### src/hdl/assert_macros.svh
// Assertion helper macros shared by the RTL.
`ifndef ASSERT_MACROS_SVH
`define ASSERT_MACROS_SVH

// Property must hold on every clock edge outside reset.
`define ASSERT_CLK(label, clk, rst_n, prop, msg) \
    label: assert property (@(posedge clk) disable iff (!rst_n) (prop)) else $error(msg);

// Property checked including during reset.
`define ASSERT_ALWAYS(label, clk, prop, msg) \
    label: assert property (@(posedge clk) (prop)) else $error(msg);

`endif

### src/hdl/dthp_pkg.sv
package dthp_pkg;

    localparam int unsigned DoubleW   = 64;
    localparam int unsigned FracW     = 52;
    localparam int unsigned ExpW      = 11;
    localparam int unsigned HalfW     = 16;
    localparam logic [ExpW-1:0] ExpMax = 11'h7FF;
    // Biased exponent bounds: 1023+16 overflows, below 1023-25 flushes.
    localparam logic [ExpW-1:0] ExpOvf   = 11'd1039;
    localparam logic [ExpW-1:0] ExpTiny  = 11'd998;
    localparam logic [ExpW-1:0] ExpNorm  = 11'd1009;
    localparam logic [HalfW-1:0] HalfInf = 16'h7C00;
    localparam logic [HalfW-1:0] HalfNan = 16'h7E00;

    localparam logic BoBig    = 1'b0;
    localparam logic BoLittle = 1'b1;

    // Classification carried from the decode stage.
    typedef enum logic [1:0] {
        K_ZERO = 2'd0,
        K_SPEC = 2'd1,
        K_OVF  = 2'd2,
        K_NUM  = 2'd3
    } t_kind;

    typedef struct packed {
        logic              sign;
        t_kind             kind;
        logic [HalfW-1:0]  spec;
        logic [5:0]        sh;
        logic [4:0]        hexp;
        logic              norm;
        logic [FracW:0]    sig;
    } t_dec;

    typedef struct packed {
        logic              sign;
        t_kind             kind;
        logic [HalfW-1:0]  spec;
        logic [4:0]        hexp;
        logic              norm;
        logic [11:0]       q;
        logic              rnd_up;
    } t_rnd;

endpackage

### src/hdl/dthp_decode.sv
module dthp_decode (
    input  logic                            i_clk,
    input  logic                            i_rst_n,
    input  logic                            i_valid,
    input  logic [dthp_pkg::DoubleW-1:0]    i_bits,
    output logic                            o_valid,
    output dthp_pkg::t_dec                  o_dec
);

    logic            r_valid;
    dthp_pkg::t_dec  r_dec;
    dthp_pkg::t_dec  n_dec;
    logic [10:0]     bexp;

    always_comb begin
        bexp        = i_bits[62:52];
        n_dec       = '0;
        n_dec.sign  = i_bits[63];
        n_dec.sig   = {1'b1, i_bits[51:0]};
        n_dec.norm  = (bexp >= dthp_pkg::ExpNorm);
        // Half exponent field e+15 for normal results.
        n_dec.hexp  = 5'(bexp - 11'd1008);
        // Shift 42 for normal, 28-e = 1051-bexp for subnormal (43..53).
        n_dec.sh    = n_dec.norm ? 6'd42 : 6'(11'd1051 - bexp);
        if (bexp == dthp_pkg::ExpMax) begin
            n_dec.kind = dthp_pkg::K_SPEC;
            n_dec.spec = (i_bits[51:0] != '0) ? dthp_pkg::HalfNan : dthp_pkg::HalfInf;
        end else if (bexp >= dthp_pkg::ExpOvf) begin
            n_dec.kind = dthp_pkg::K_OVF;
        end else if (bexp < dthp_pkg::ExpTiny) begin
            n_dec.kind = dthp_pkg::K_ZERO;
        end else begin
            n_dec.kind = dthp_pkg::K_NUM;
        end
    end

    always_ff @(posedge i_clk) begin
        if (!i_rst_n) begin
            r_valid <= 1'b0;
        end else begin
            r_valid <= i_valid;
        end
        r_dec <= n_dec;
    end

    assign o_valid = r_valid;
    assign o_dec   = r_dec;

endmodule

### src/hdl/dthp_round.sv
module dthp_round (
    input  logic            i_clk,
    input  logic            i_rst_n,
    input  logic            i_valid,
    input  dthp_pkg::t_dec  i_dec,
    output logic            o_valid,
    output dthp_pkg::t_rnd  o_rnd
);

    logic            r_valid;
    dthp_pkg::t_rnd  r_rnd;
    dthp_pkg::t_rnd  n_rnd;
    logic [52:0]     q_full;
    logic [52:0]     mask;
    logic [52:0]     rem;
    logic [52:0]     halfway;

    always_comb begin
        q_full  = i_dec.sig >> i_dec.sh;
        mask    = (53'd1 << i_dec.sh) - 53'd1;
        rem     = i_dec.sig & mask;
        halfway = 53'd1 << (i_dec.sh - 6'd1);
        n_rnd        = '0;
        n_rnd.sign   = i_dec.sign;
        n_rnd.kind   = i_dec.kind;
        n_rnd.spec   = i_dec.spec;
        n_rnd.hexp   = i_dec.hexp;
        n_rnd.norm   = i_dec.norm;
        n_rnd.q      = q_full[11:0];
        n_rnd.rnd_up = (rem > halfway) || ((rem == halfway) && q_full[0]);
    end

    always_ff @(posedge i_clk) begin
        if (!i_rst_n) begin
            r_valid <= 1'b0;
        end else begin
            r_valid <= i_valid;
        end
        r_rnd <= n_rnd;
    end

    assign o_valid = r_valid;
    assign o_rnd   = r_rnd;

endmodule

### src/hdl/dthp_pack.sv
module dthp_pack (
    input  logic            i_clk,
    input  logic            i_rst_n,
    input  logic            i_valid,
    input  dthp_pkg::t_rnd  i_rnd,
    input  logic            i_byte_order,
    output logic            o_valid,
    output logic [7:0]      o_first_byte,
    output logic [7:0]      o_second_byte,
    output logic            o_status
);

    logic        r_valid;
    logic [7:0]  r_first;
    logic [7:0]  r_second;
    logic        r_status;
    logic [7:0]  n_first;
    logic [7:0]  n_second;
    logic        n_status;
    logic [12:0] q_inc;
    logic [15:0] val;
    logic [15:0] half;

    always_comb begin
        q_inc = {1'b0, i_rnd.q} + {12'd0, i_rnd.rnd_up};
        // Adding the rounded significand lets a carry bump the exponent.
        if (i_rnd.norm) begin
            val = ({6'd0, i_rnd.hexp, 5'd0} << 5) + {3'd0, q_inc} - 16'd1024;
        end else begin
            val = {3'd0, q_inc};
        end
        half     = '0;
        n_status = 1'b0;
        case (i_rnd.kind)
            dthp_pkg::K_ZERO: half = {i_rnd.sign, 15'd0};
            dthp_pkg::K_SPEC: half = {i_rnd.sign, i_rnd.spec[14:0]};
            dthp_pkg::K_OVF:  n_status = 1'b1;
            default: begin
                if (val >= dthp_pkg::HalfInf) begin
                    n_status = 1'b1;
                end else begin
                    half = {i_rnd.sign, val[14:0]};
                end
            end
        endcase
        if (n_status) begin
            n_first  = '0;
            n_second = '0;
        end else if (i_byte_order == dthp_pkg::BoLittle) begin
            n_first  = half[7:0];
            n_second = half[15:8];
        end else begin
            n_first  = half[15:8];
            n_second = half[7:0];
        end
    end

    always_ff @(posedge i_clk) begin
        if (!i_rst_n) begin
            r_valid <= 1'b0;
        end else begin
            r_valid <= i_valid;
        end
        r_first  <= n_first;
        r_second <= n_second;
        r_status <= n_status;
    end

    assign o_valid       = r_valid;
    assign o_first_byte  = r_first;
    assign o_second_byte = r_second;
    assign o_status      = r_status;

endmodule

### src/hdl/double_to_half_pack.sv
// Binary64 to binary16 packer with round to nearest, ties to even.
// Input channel: a transaction is accepted on a rising edge where i_start is
// high and o_busy is low. o_busy is always low, so a new value may enter in
// every cycle. i_double_bits carries the raw binary64 pattern.
// Output channel: each result appears for exactly one cycle with o_done high,
// in input order after the three register stages. The receiver cannot stall.
// Throughput is one transaction per cycle; the stages are decode, significand
// rounding, and exponent/byte packing.
// o_first_byte and o_second_byte hold the half in the byte order chosen by
// the byte_order register (0 big-endian, 1 little-endian); o_status is 1 on
// overflow, with both bytes zero. NaNs become a quiet NaN with sign kept.
// The user writes the configuration register (i_cfg_we/i_cfg_wdata) only
// while no transaction is in flight; the block does not check. Synchronous
// active-low reset clears pipeline valid bits, sets byte_order to big-endian.
`include "assert_macros.svh"

module double_to_half_pack (
    input  logic                          i_clk,
    input  logic                          i_rst_n,
    input  logic                          i_start,
    output logic                          o_busy,
    input  logic [dthp_pkg::DoubleW-1:0]  i_double_bits,
    input  logic                          i_cfg_we,
    input  logic                          i_cfg_wdata,
    output logic                          o_done,
    output logic [7:0]                    o_first_byte,
    output logic [7:0]                    o_second_byte,
    output logic                          o_status
);

    logic            r_byte_order;
    logic            dec_valid;
    dthp_pkg::t_dec  dec;
    logic            rnd_valid;
    dthp_pkg::t_rnd  rnd;
    logic            accept;

    // The pipeline never stalls, so the block is never busy.
    assign o_busy = 1'b0;
    assign accept = i_start && !o_busy;

    always_ff @(posedge i_clk) begin
        if (!i_rst_n) begin
            r_byte_order <= dthp_pkg::BoBig;
        end else if (i_cfg_we) begin
            r_byte_order <= i_cfg_wdata;
        end
    end

    dthp_decode u_decode (
        .i_clk   (i_clk),
        .i_rst_n (i_rst_n),
        .i_valid (accept),
        .i_bits  (i_double_bits),
        .o_valid (dec_valid),
        .o_dec   (dec)
    );

    dthp_round u_round (
        .i_clk   (i_clk),
        .i_rst_n (i_rst_n),
        .i_valid (dec_valid),
        .i_dec   (dec),
        .o_valid (rnd_valid),
        .o_rnd   (rnd)
    );

    dthp_pack u_pack (
        .i_clk         (i_clk),
        .i_rst_n       (i_rst_n),
        .i_valid       (rnd_valid),
        .i_rnd         (rnd),
        .i_byte_order  (r_byte_order),
        .o_valid       (o_done),
        .o_first_byte  (o_first_byte),
        .o_second_byte (o_second_byte),
        .o_status      (o_status)
    );

    // Every accepted transaction comes out on o_done after the three register stages.
    `ASSERT_CLK(a_latency, i_clk, i_rst_n, accept |-> ##3 o_done, "result lost")
    // Overflow results always carry zero bytes.
    `ASSERT_CLK(a_ovf_zero, i_clk, i_rst_n,
        (o_done && o_status) |-> (o_first_byte == 8'd0 && o_second_byte == 8'd0),
        "overflow with nonzero bytes")
    // No result appears without an earlier accepted transaction.
    `ASSERT_CLK(a_no_spur, i_clk, i_rst_n, o_done |-> $past(accept, 3), "spurious result")

endmodule
### config.mk
export PLATFORM = sky130hd
export DESIGN_NAME = double_to_half_pack
export DESIGN_NICKNAME = d
export VERILOG_FILES = /design/src/hdl/dthp_pkg.sv /design/src/hdl/dthp_decode.sv /design/src/hdl/dthp_round.sv /design/src/hdl/dthp_pack.sv /design/src/hdl/double_to_half_pack.sv
export VERILOG_INCLUDE_DIRS = /design/src /design/src/hdl
export SDC_FILE = /design/constraint.sdc
export NUM_CORES = 1
export LEC_CHECK = 0
export BUFFER_PORTS_ARGS = -buffer_cell sky130_fd_sc_hd__buf_2
export CAP_MARGIN = 40
export CORE_AREA = 2 2 186 188
export CTS_CLUSTER_DIAMETER = 120
export DETAILED_ROUTE_END_ITERATION = 8
export DIE_AREA = 0 0 188 190
export HOLD_SLACK_MARGIN = 0.15
export PLACE_DENSITY_LB_ADDON = 0.12
export SLEW_MARGIN = 20
export SYNTH_ARGS = -nofsm -noshare
export SYNTH_HDL_FRONTEND = slang
export SYNTH_SLANG_ARGS = --single-unit
### constraint.sdc
create_clock -name i_clk -period 5.95 [get_ports i_clk]
set_input_delay 1.19 -clock i_clk [delete_from_list [all_inputs] [get_ports i_clk]]
set_output_delay 1.19 -clock i_clk [all_outputs]
set_load 0.01 [all_outputs]
## Word level (Yosys, flattened, before mapping)

Cells that the tools add are included.
Widths: inputs -> output; s select.

- Add/subtract/negate cells: 7
- Equal/unequal tests: 4
- Bitwise gates (word level): 1
- Shifts and indexed selects: 3
- $lt $le $gt $ge: 5
- Reductions and logical operators: 5
- Mux-type cells: 10

Operators by type and width:

| operator | number |
|---|---|
| $shl 1x6->53 const A | 2 |
| $and 53x53->53 | 1 |
| $eq 53x53->1 | 1 |
| $gt 53x53->1 | 1 |
| $shr 53x6->12 | 1 |
| $sub 53x1->53 const B | 1 |
| $reduce_bool 52->1 | 1 |
| $pmux 16 s3 | 1 |
| $mux 16 | 2 |
| $add 15x13->16 | 1 |
| $ge 16x15->1 const B | 1 |
| $mux 8 | 2 |
| $sub 16x11->16 const B | 1 |
| $add 12x1->13 | 1 |
| $eq 11x11->1 const B | 1 |
| $ge 11x10->1 const B | 1 |
| $ge 11x11->1 const B | 1 |
| $lt 11x10->1 const B | 1 |
| $mux 10 | 1 |
| $sub 5x6->6 const A | 1 |
| $sub 6x1->6 const B | 1 |
| $sub 5x5->5 const B | 1 |
| $mux 2 | 2 |
| $eq 2x1->1 const B | 1 |
| other kinds (7) | 7 |

- Input bits: 69
- Logic and storage cells: 56
- Bits in registers: 132

## Logic depth before layout (Yosys ltp)

Gate-level depths: netlist of the first run.

- Depth in word-level cells: 8
- Mapped depth: 22
- Depth with buffers taken out: 19

## Hierarchy

A second synthesis of the first run with hierarchy kept.

- Cell total of the unflattened synthesis: 1024
- Area, all modules: 9312.7 um2

Modules (own cells, without submodules):

| module | area each (um2) | cells each | seq. area each (um2) | instances |
|---|---|---|---|---|
| dthp_round | 6025.8 | 719 | 780.7 | 1 |
| dthp_decode | 1854.3 | 141 | 1401.3 | 1 |
| dthp_pack | 1385.1 | 159 | 360.3 | 1 |
| double_to_half_pack | 47.5 | 5 | 20.0 | 1 |

## Worst setup path after synthesis of the first run

No wires, ideal clock.

- Path type: register -> register
- From: reg u_decode.r_dec (netlist bit u_decode.o_dec[59])
- To: reg u_round.r_rnd (netlist bit u_round.o_rnd[0])
- Data required time: 5828 ps
- Path slack: 1476 ps
- Buffers on the path: 4
- Data arrival time: 4352 ps
- Clock period less this slack: 4474 ps
- Stages on the path, launching flop included: 20
- Path through: dfxtp_1 > buf_6 > buf_2 > buf_2 > nor2b_1 > clkbuf_1 > and3_1 > inv_1 > ha_1 > o21ai_0 > a21oi_1 > nand2_1 > xor2_1 > and2_1 > ha_1 > nand4_1 > nor4_1 > nand4_1 > or4_1 > o32a_1

RTL lines:

| what | RTL line | source |
|---|---|---|
| from (decl) | dthp_decode.sv:11 | `dthp_pkg::t_dec r_dec;` |
| from (signal assigned) | dthp_decode.sv:43 | `r_dec <= n_dec;` |
| to (signal assigned) | dthp_round.sv:39 | `r_rnd <= n_rnd;` |
| to (decl) | dthp_round.sv:11 | `dthp_pkg::t_rnd r_rnd;` |

==> qor.csv, run 1 <==
stage;metric;value;unit
sta;slew_headroom;47.0;%
critical_path;cp.required;6270;ps
sta;tightest_slew;795;ps
clock_tree;cts_tree;done;
clock_tree;postCtsHoldBufs;0;
clock_tree;cts-buffers-inserted;17;
global_routing;grtUsageTotal;18.2;%
pwr;p_int;1640;uW
critical_path;slowest_stage;dfxtp_4;
clock_tree;cts.sinks;114;
final_layout;area_delta_synth_final;17.2;%
sta;hold_violations;0;
final_layout;num_antenna_cells;0;
global_routing;grt_pass1_wl;48.1;mm
route;drc;0;
die;die_w;188;um
critical_path;r2r_setup_slack;1290;ps
logic_synthesis;netlist.top_cell.by_area;dfxtp_1;
logic_synthesis;syn-num-nets;1106;
critical_path;crit_family;simple AND/OR/NAND/NOR gates;
route;vias_per_cell;5.06;
critical_path;startpoint;u_decode.o_dec[59];
clock_tree;cts_resized;0;
critical_path;end_kind;register;
sta;fin_worst_skew;10.6;ps
logic_synthesis;syn_avg_cell_area;8.56;um2
die;core;33900;um2
run;drv_cap;0;
pwr;power_frac_clock;39.9;%
hold_path;hp-class;reg2reg;
logic_synthesis;synth_area_leaders;dfxtp_1, ha_1, mux4_2;
route;first_iter_violations;616;
final_layout;fill_cells;3623;
sta;fin_tns_setup;0;ps
sta;finalCritPeriodShare;78.3;%
pwr;powerDensity;252;nW/um2
die;die-area;35700;um2
placed_design;gp_congestion;0.893;
sta;rsz0062_at_grt;false;
global_routing;grt_max_degree;43;
global_routing;grt_overflow;0;
pwr;p_leak;0.00398;uW
logic_synthesis;ys.flop_type;dfxtp_1;
global_routing;antenna_found_initial;0;
critical_path;critPathBufInv;1;
logic_synthesis;synth_edf_count;0;
die;start_util;24.5;%
clock_tree;htree_levels;4;
logic_synthesis;ys_seq_elements;114;
global_routing;grt_pass1_vias;7599;
critical_path;start_kind;register;
placed_design;port_buffers;86;
die;rows;68;
pwr;seqPwrFrac;36.1;%
placed_design;post-dp-hpwl;25.6;mm
clock_tree;cts_root_buffer;clkbuf_16;
pwr;pwr-share-comb;24.0;%
critical_path;crit_path_end;u_round.o_rnd[0];
logic_synthesis;async_reset_ff_share;0;%
clock_tree;clk_transition_reported_paths;60;ps
logic_synthesis;synth_warnings;0;
critical_path;r2r_end;u_round.o_rnd[0];
final_layout;fin_nets;1173;
placed_design;post-place-ws;1340;ps
route;ant_nets;0;
logic_synthesis;synth_area;8310;um2
critical_path;reg2reg_depth;16;
critical_path;crit_path_max_fanout;40;
critical_path;critPathMaxStageDelay;690;ps
route;dr.pass1.iters;8;
logic_synthesis;synthCells;971;
sta;timing.final.ws_setup;1290;ps
critical_path;cp.arrival;4980;ps
die;die_y;190;um
route;finalWirelength;32.2;mm
critical_path;rr_startpoint;u_decode.o_dec[59];
route;vias;7627;
pwr;p_sw_share;33.2;%
clock_tree;cts_buffer_depth;2;
logic_synthesis;yosysSeqAreaShare;27.5;%
logic_synthesis;synth_top_area_share;27.5;%
outcome;status;finished, final reports clean;
critical_path;cp.depth;16;
critical_path;path_class;reg2reg;
logic_synthesis;ys_top_cells_by_count;nand2_1, dfxtp_1, a21oi_1;
final_layout;regArea;2290;um2
clock_tree;insertion_delay;440;ps
sta;min_period;4660;ps
sta;drv_slew;0;
pwr;irDropWorstVdd;0.208;mV
sta;setup_viol;0;
final_layout;drive_above_1_share;18.3;%
route;wl_per_cell;21.4;um
critical_path;crit_chain;or2_2, nor2_1, buf_4, nand2_1, ha_1, o21ai_0, a21oi_1, nand2_1, xor2_1, and2_1, ha_1, nand4_1, nor4_1, nand4_1, or4_1, o32a_1;
hold_path;whs_path_depth;0;
sta;clock.fmax;0.215;GHz
logic_synthesis;synth.most_common_cell;nand2_1;
logic_synthesis;synth_cell_type_count;67;
clock_tree;cts_setup_buffers;0;
pwr;switchingPower;817;uW
final_layout;multi_input_area;5600;um2
die;pin_count;88;
registers in the layout (all words and copies together), names as in the netlist:
name and cells:
u_pack.o_status 1, u_decode.o_dec 69, u_pack.o_second_byte 8, u_pack.o_valid 1, r_byte_order 1, u_round.o_valid 1
u_pack.o_first_byte 8, u_decode.o_valid 1, u_round.o_rnd 24
routing by layer:
layer | global-route usage [%] | share of wire [%] | up-vias
li1 | - | - | 3681
met5 | 0 | 0 | -
met1 | 23.2 | 44 | 3635
met4 | 6.18 | 3.0 | 0
met3 | 3.54 | 5.1 | 50
met2 | 30.8 | 48 | 261
area by class of cell:
| cell class | instances | share of cell area, % |
|---|---|---|
| inverters | 32 | 1.23 |
| well taps | 455 | 5.84 |
| clock inverters | 14 | 1.35 |
| multi-input cells | 764 | 57.5 |
| flip-flops and latches | 114 | 23.5 |
| clock buffers | 18 | 4.41 |
| repair buffers | 109 | 6.16 |
through the flow:
| step | total power (uW) | hold WS [ps] | area [um2] | utilization, % | cells |
|---|---|---|---|---|---|
| 6_report | 2460 | 325 | 9740 | 28.7 | 1506 |
| 4_1_cts | 2480 | 326 | 9740 | 28.7 | 1506 |
| 3_3_place_gp | 1500 | 314 | 9180 | 27.0 | 1473 |
| 3_5_place_dp | 1490 | 312 | 9180 | 27.0 | 1474 |
| 2_1_floorplan | 1280 | 310 | 8310 | - | 971 |
| 5_1_grt | 2590 | 327 | 9740 | 28.7 | 1506 |
cell families (layout without fill, tap and decap cells):
logic type	Yosys count	in the layout	share of synthesized area [%]
compound gates	191	191	14.4
xor+xnor	25	25	2.64
fa+ha+maj	66	66	10.0
buf+inv	93	173	5.09
flops	114	114	27.5
mux	107	107	19.0
other cells	1	1	0.0451
simple gates	374	374	21.4
cell usage in the layout (no fill, tap or decap), types with 26 or more instances in the layout:
cell,n
a21oi_1,68
and2_1,27
buf_2,87
dfxtp_1,112
ha_1,65
inv_1,29
mux2i_1,55
mux4_2,26
nand2_1,145
nand3_1,36
nor2_1,67
o21ai_0,35
how the worst min path moves through the flow:
stage / from / to / slack (ps)
floorplan: u_decode.o_dec[53] / u_round.o_rnd[13] / 310
global placement: u_decode.o_dec[56] / u_round.o_rnd[16] / 310
detailed placement: u_decode.o_dec[56] / u_round.o_rnd[16] / 310
CTS: u_decode.o_dec[56] / u_round.o_rnd[16] / 330
global route: u_decode.o_dec[83] / u_round.o_rnd[37] / 330
finish: u_decode.o_dec[56] / u_round.o_rnd[16] / 330
worst register-to-register path, cell delays in order, from the launching register on:
cell     delay, ps
dfxtp_4        690
or2_2          300
nor2_1          60
buf_4          150
nand2_1         90
ha_1           180
o21ai_0        140
a21oi_1        510
nand2_1        230
xor2_1         200
and2_1         160
ha_1           290
nand4_1        120
nor4_1         370
nand4_1        150
or4_1          570
o32a_1         340
power groups by stage:
stage	sequential, uW	combinational, uW	clock, uW
6_report	887	591	982
4_1_cts	886	591	1000
3_5_place_dp	903	587	0
3_3_place_gp	904	592	0
5_1_grt	893	651	1040
2_1_floorplan	859	421	0
(Power assumes the default switching activity.)
==> run 2: changes to the inputs <==
ABC_AREA = 1   (was not set)
CORE_AREA = 2 2 198 200   (was 2 2 186 188)
DIE_AREA = 0 0 200 202   (was 0 0 188 190)
clock period = 4.6 ns   (was 5.95 ns; I/O delays follow)
==> qor.csv, run 2 <==
stage;metric;value;unit
outcome;status;finished, final reports clean;
clock_tree;cts.sinks;114;
die;core;38300;um2
global_routing;grt_pass1_vias;9638;
sta;clock.fmax;0.271;GHz
route;drc;0;
clock_tree;htree_levels;4;
sta;min_period;3700;ps
clock_tree;cts_buffer_depth;2;
clock_tree;cts_root_buffer;clkbuf_16;
die;rows;72;
die;pin_count;88;
final_layout;num_antenna_cells;0;
logic_synthesis;synth_warnings;0;
route;ant_nets;0;
critical_path;end_kind;register;
run;drv_cap;0;
critical_path;crit_chain;buf_4, nor2_4, inv_2, nor2_1, inv_2, nand2_2, nor2_1, nand2_1, nor2_1, nand2_1, nor2_1, nand2_1, nand2_1, nor2_1, ha_1, a21oi_1, o21ai_0, o21a_1, nor2_1, nand3_1, nand2_1, nand2_1;
critical_path;cp.required;4940;ps
sta;drv_slew;0;
logic_synthesis;synth_area;9450;um2
clock_tree;cts-buffers-inserted;17;
clock_tree;clk_transition_reported_paths;70;ps
final_layout;drive_above_1_share;16.0;%
critical_path;path_class;reg2reg;
clock_tree;cts_setup_buffers;0;
critical_path;crit_family;simple AND/OR/NAND/NOR gates;
global_routing;grtUsageTotal;18.9;%
placed_design;gp_congestion;0.880;
pwr;p_int;2270;uW
sta;finalCritPeriodShare;80.3;%
sta;fin_worst_skew;16.7;ps
pwr;power_frac_clock;40.7;%
pwr;irDropWorstVdd;0.206;mV
logic_synthesis;synth.most_common_cell;nand2_1;
route;wl_per_cell;17.8;um
critical_path;start_kind;register;
global_routing;grt_max_degree;57;
logic_synthesis;synth_edf_count;0;
logic_synthesis;syn_avg_cell_area;6.30;um2
placed_design;post-dp-hpwl;31.4;mm
critical_path;critPathBufInv;3;
logic_synthesis;synth_area_leaders;dfxtp_1, nand2_1, ha_1;
route;dr.pass1.iters;5;
final_layout;final_cell_mix;nand2_1, nor2_1, inv_1;
critical_path;critPathMaxStageDelay;550;ps
sta;hold_violations;0;
logic_synthesis;ys.flop_type;dfxtp_1;
logic_synthesis;netlist.top_cell.by_area;dfxtp_1;
pwr;p_sw_share;35.3;%
sta;rsz0062_at_grt;false;
clock_tree;insertion_delay;440;ps
global_routing;grt_pass1_wl;57.1;mm
logic_synthesis;synth_cell_type_count;50;
clock_tree;cts_tree;done;
pwr;p_leak;0.00546;uW
logic_synthesis;ys_top_cells_by_count;nand2_1, nor2_1, inv_1;
clock_tree;cts_resized;0;
pwr;seqPwrFrac;32.4;%
final_layout;fin_nets;1701;
pwr;powerDensity;320;nW/um2
final_layout;largest_reg_flops;69;
route;vias;9830;
die;die_w;200;um
critical_path;slowest_stage;dfxtp_1;
sta;slew_headroom;44.2;%
logic_synthesis;synth_top_area_share;24.2;%
sta;fin_tns_setup;0;ps
sta;setup_viol;0;
route;first_iter_violations;592;
logic_synthesis;async_reset_ff_share;0;%
sta;tightest_slew;830;ps
clock_tree;postCtsHoldBufs;0;
logic_synthesis;yosysSeqAreaShare;24.2;%
sta;holdWs;320;ps
die;die_y;202;um
critical_path;cp.arrival;4040;ps
route;vias_per_cell;4.69;
final_layout;fill_cells;4316;
critical_path;crit_path_max_fanout;11;
global_routing;grt_overflow;0;
die;die-area;40400;um2
placed_design;port_buffers;86;
hold_path;hp-class;reg2reg;
logic_synthesis;ys_seq_elements;114;
final_layout;final_common_cell;nand2_1;
route;finalWirelength;37.3;mm
global_routing;antenna_found_initial;0;
pwr;pwr-share-comb;26.9;%
logic_synthesis;synthCells;1500;
pwr;switchingPower;1240;uW
final_layout;area_delta_synth_final;16.0;%
die;start_util;24.7;%
logic_synthesis;syn-num-nets;1635;
## run 2: kinds of logic (layout without fill, tap and decap cells)
logic type,count (synthesis),after routing,synth area share (%)
compound gates,233,233,13.2
xor+xnor,11,11,1.02
fa+ha+maj,66,66,8.82
buf+inv,212,291,9.79
flops,114,114,24.2
mux,6,6,0.636
other cells,1,1,0.0397
simple gates,857,857,42.3
## run 2: worst reg2reg max path, cell delays in order (launching register included)
cell	delay [ps]
dfxtp_1	550
buf_4	260
nor2_4	60
inv_2	220
nor2_1	110
inv_2	140
nand2_2	90
nor2_1	210
nand2_1	140
nor2_1	120
nand2_1	60
nor2_1	230
nand2_1	80
nand2_1	70
nor2_1	40
ha_1	340
a21oi_1	160
o21ai_0	120
o21a_1	210
nor2_1	160
nand3_1	100
nand2_1	60
nand2_1	50
## run 2: cell type report
class,count,area [um2],share of cell area (%)
multi-input cells,1174,6240,56.9
clock inverters,13,171,1.56
repair buffers,106,581,5.30
clock buffers,19,453,4.13
well taps,518,648,5.91
inverters,153,582,5.31
flip-flops and latches,114,2290,20.9
## run 2: routing by layer
layer	routed length (um)	vias to the layer above	GRT usage, %
li1	-	5078	-
met1	17400	4560	24.7
met2	18100	164	32.7
met3	970	28	1.74
met4	844	0	5.82
met5	0	-	0
## run 2: path summary, 6_finish.rpt
kind                            slack [ps]  cells after the start          startpoint           endpoint
worst min-delay path                   320                      0  u_decode.o_dec[75]  u_round.o_rnd[29]
worst max-delay path                   900                     22  u_decode.o_dec[63]   u_round.o_rnd[0]
worst min register to register         320                      0  u_decode.o_dec[75]  u_round.o_rnd[29]
worst max register to register         900                     22  u_decode.o_dec[63]   u_round.o_rnd[0]
## run 2: power groups by stage
stage | clock network [uW] | registers (uW) | logic (uW)
5_1_grt | 1490 | 1140 | 1080
3_3_place_gp | 0 | 1160 | 954
6_report | 1430 | 1140 | 946
4_1_cts | 1460 | 1140 | 950
3_5_place_dp | 0 | 1160 | 945
2_1_floorplan | 0 | 1120 | 670
## run 2: stage by stage
step	instances	power (uW)	setup slack [ps]	cell area [um2]	util, %
3_5_place_dp	2065	2100	966	10300	27.0
4_1_cts	2097	3550	942	11000	28.6
2_1_floorplan	1500	1790	1540	9450	-
5_1_grt	2097	3710	521	11000	28.6
6_report	2097	3510	904	11000	28.6
3_3_place_gp	2065	2110	868	10300	27.0
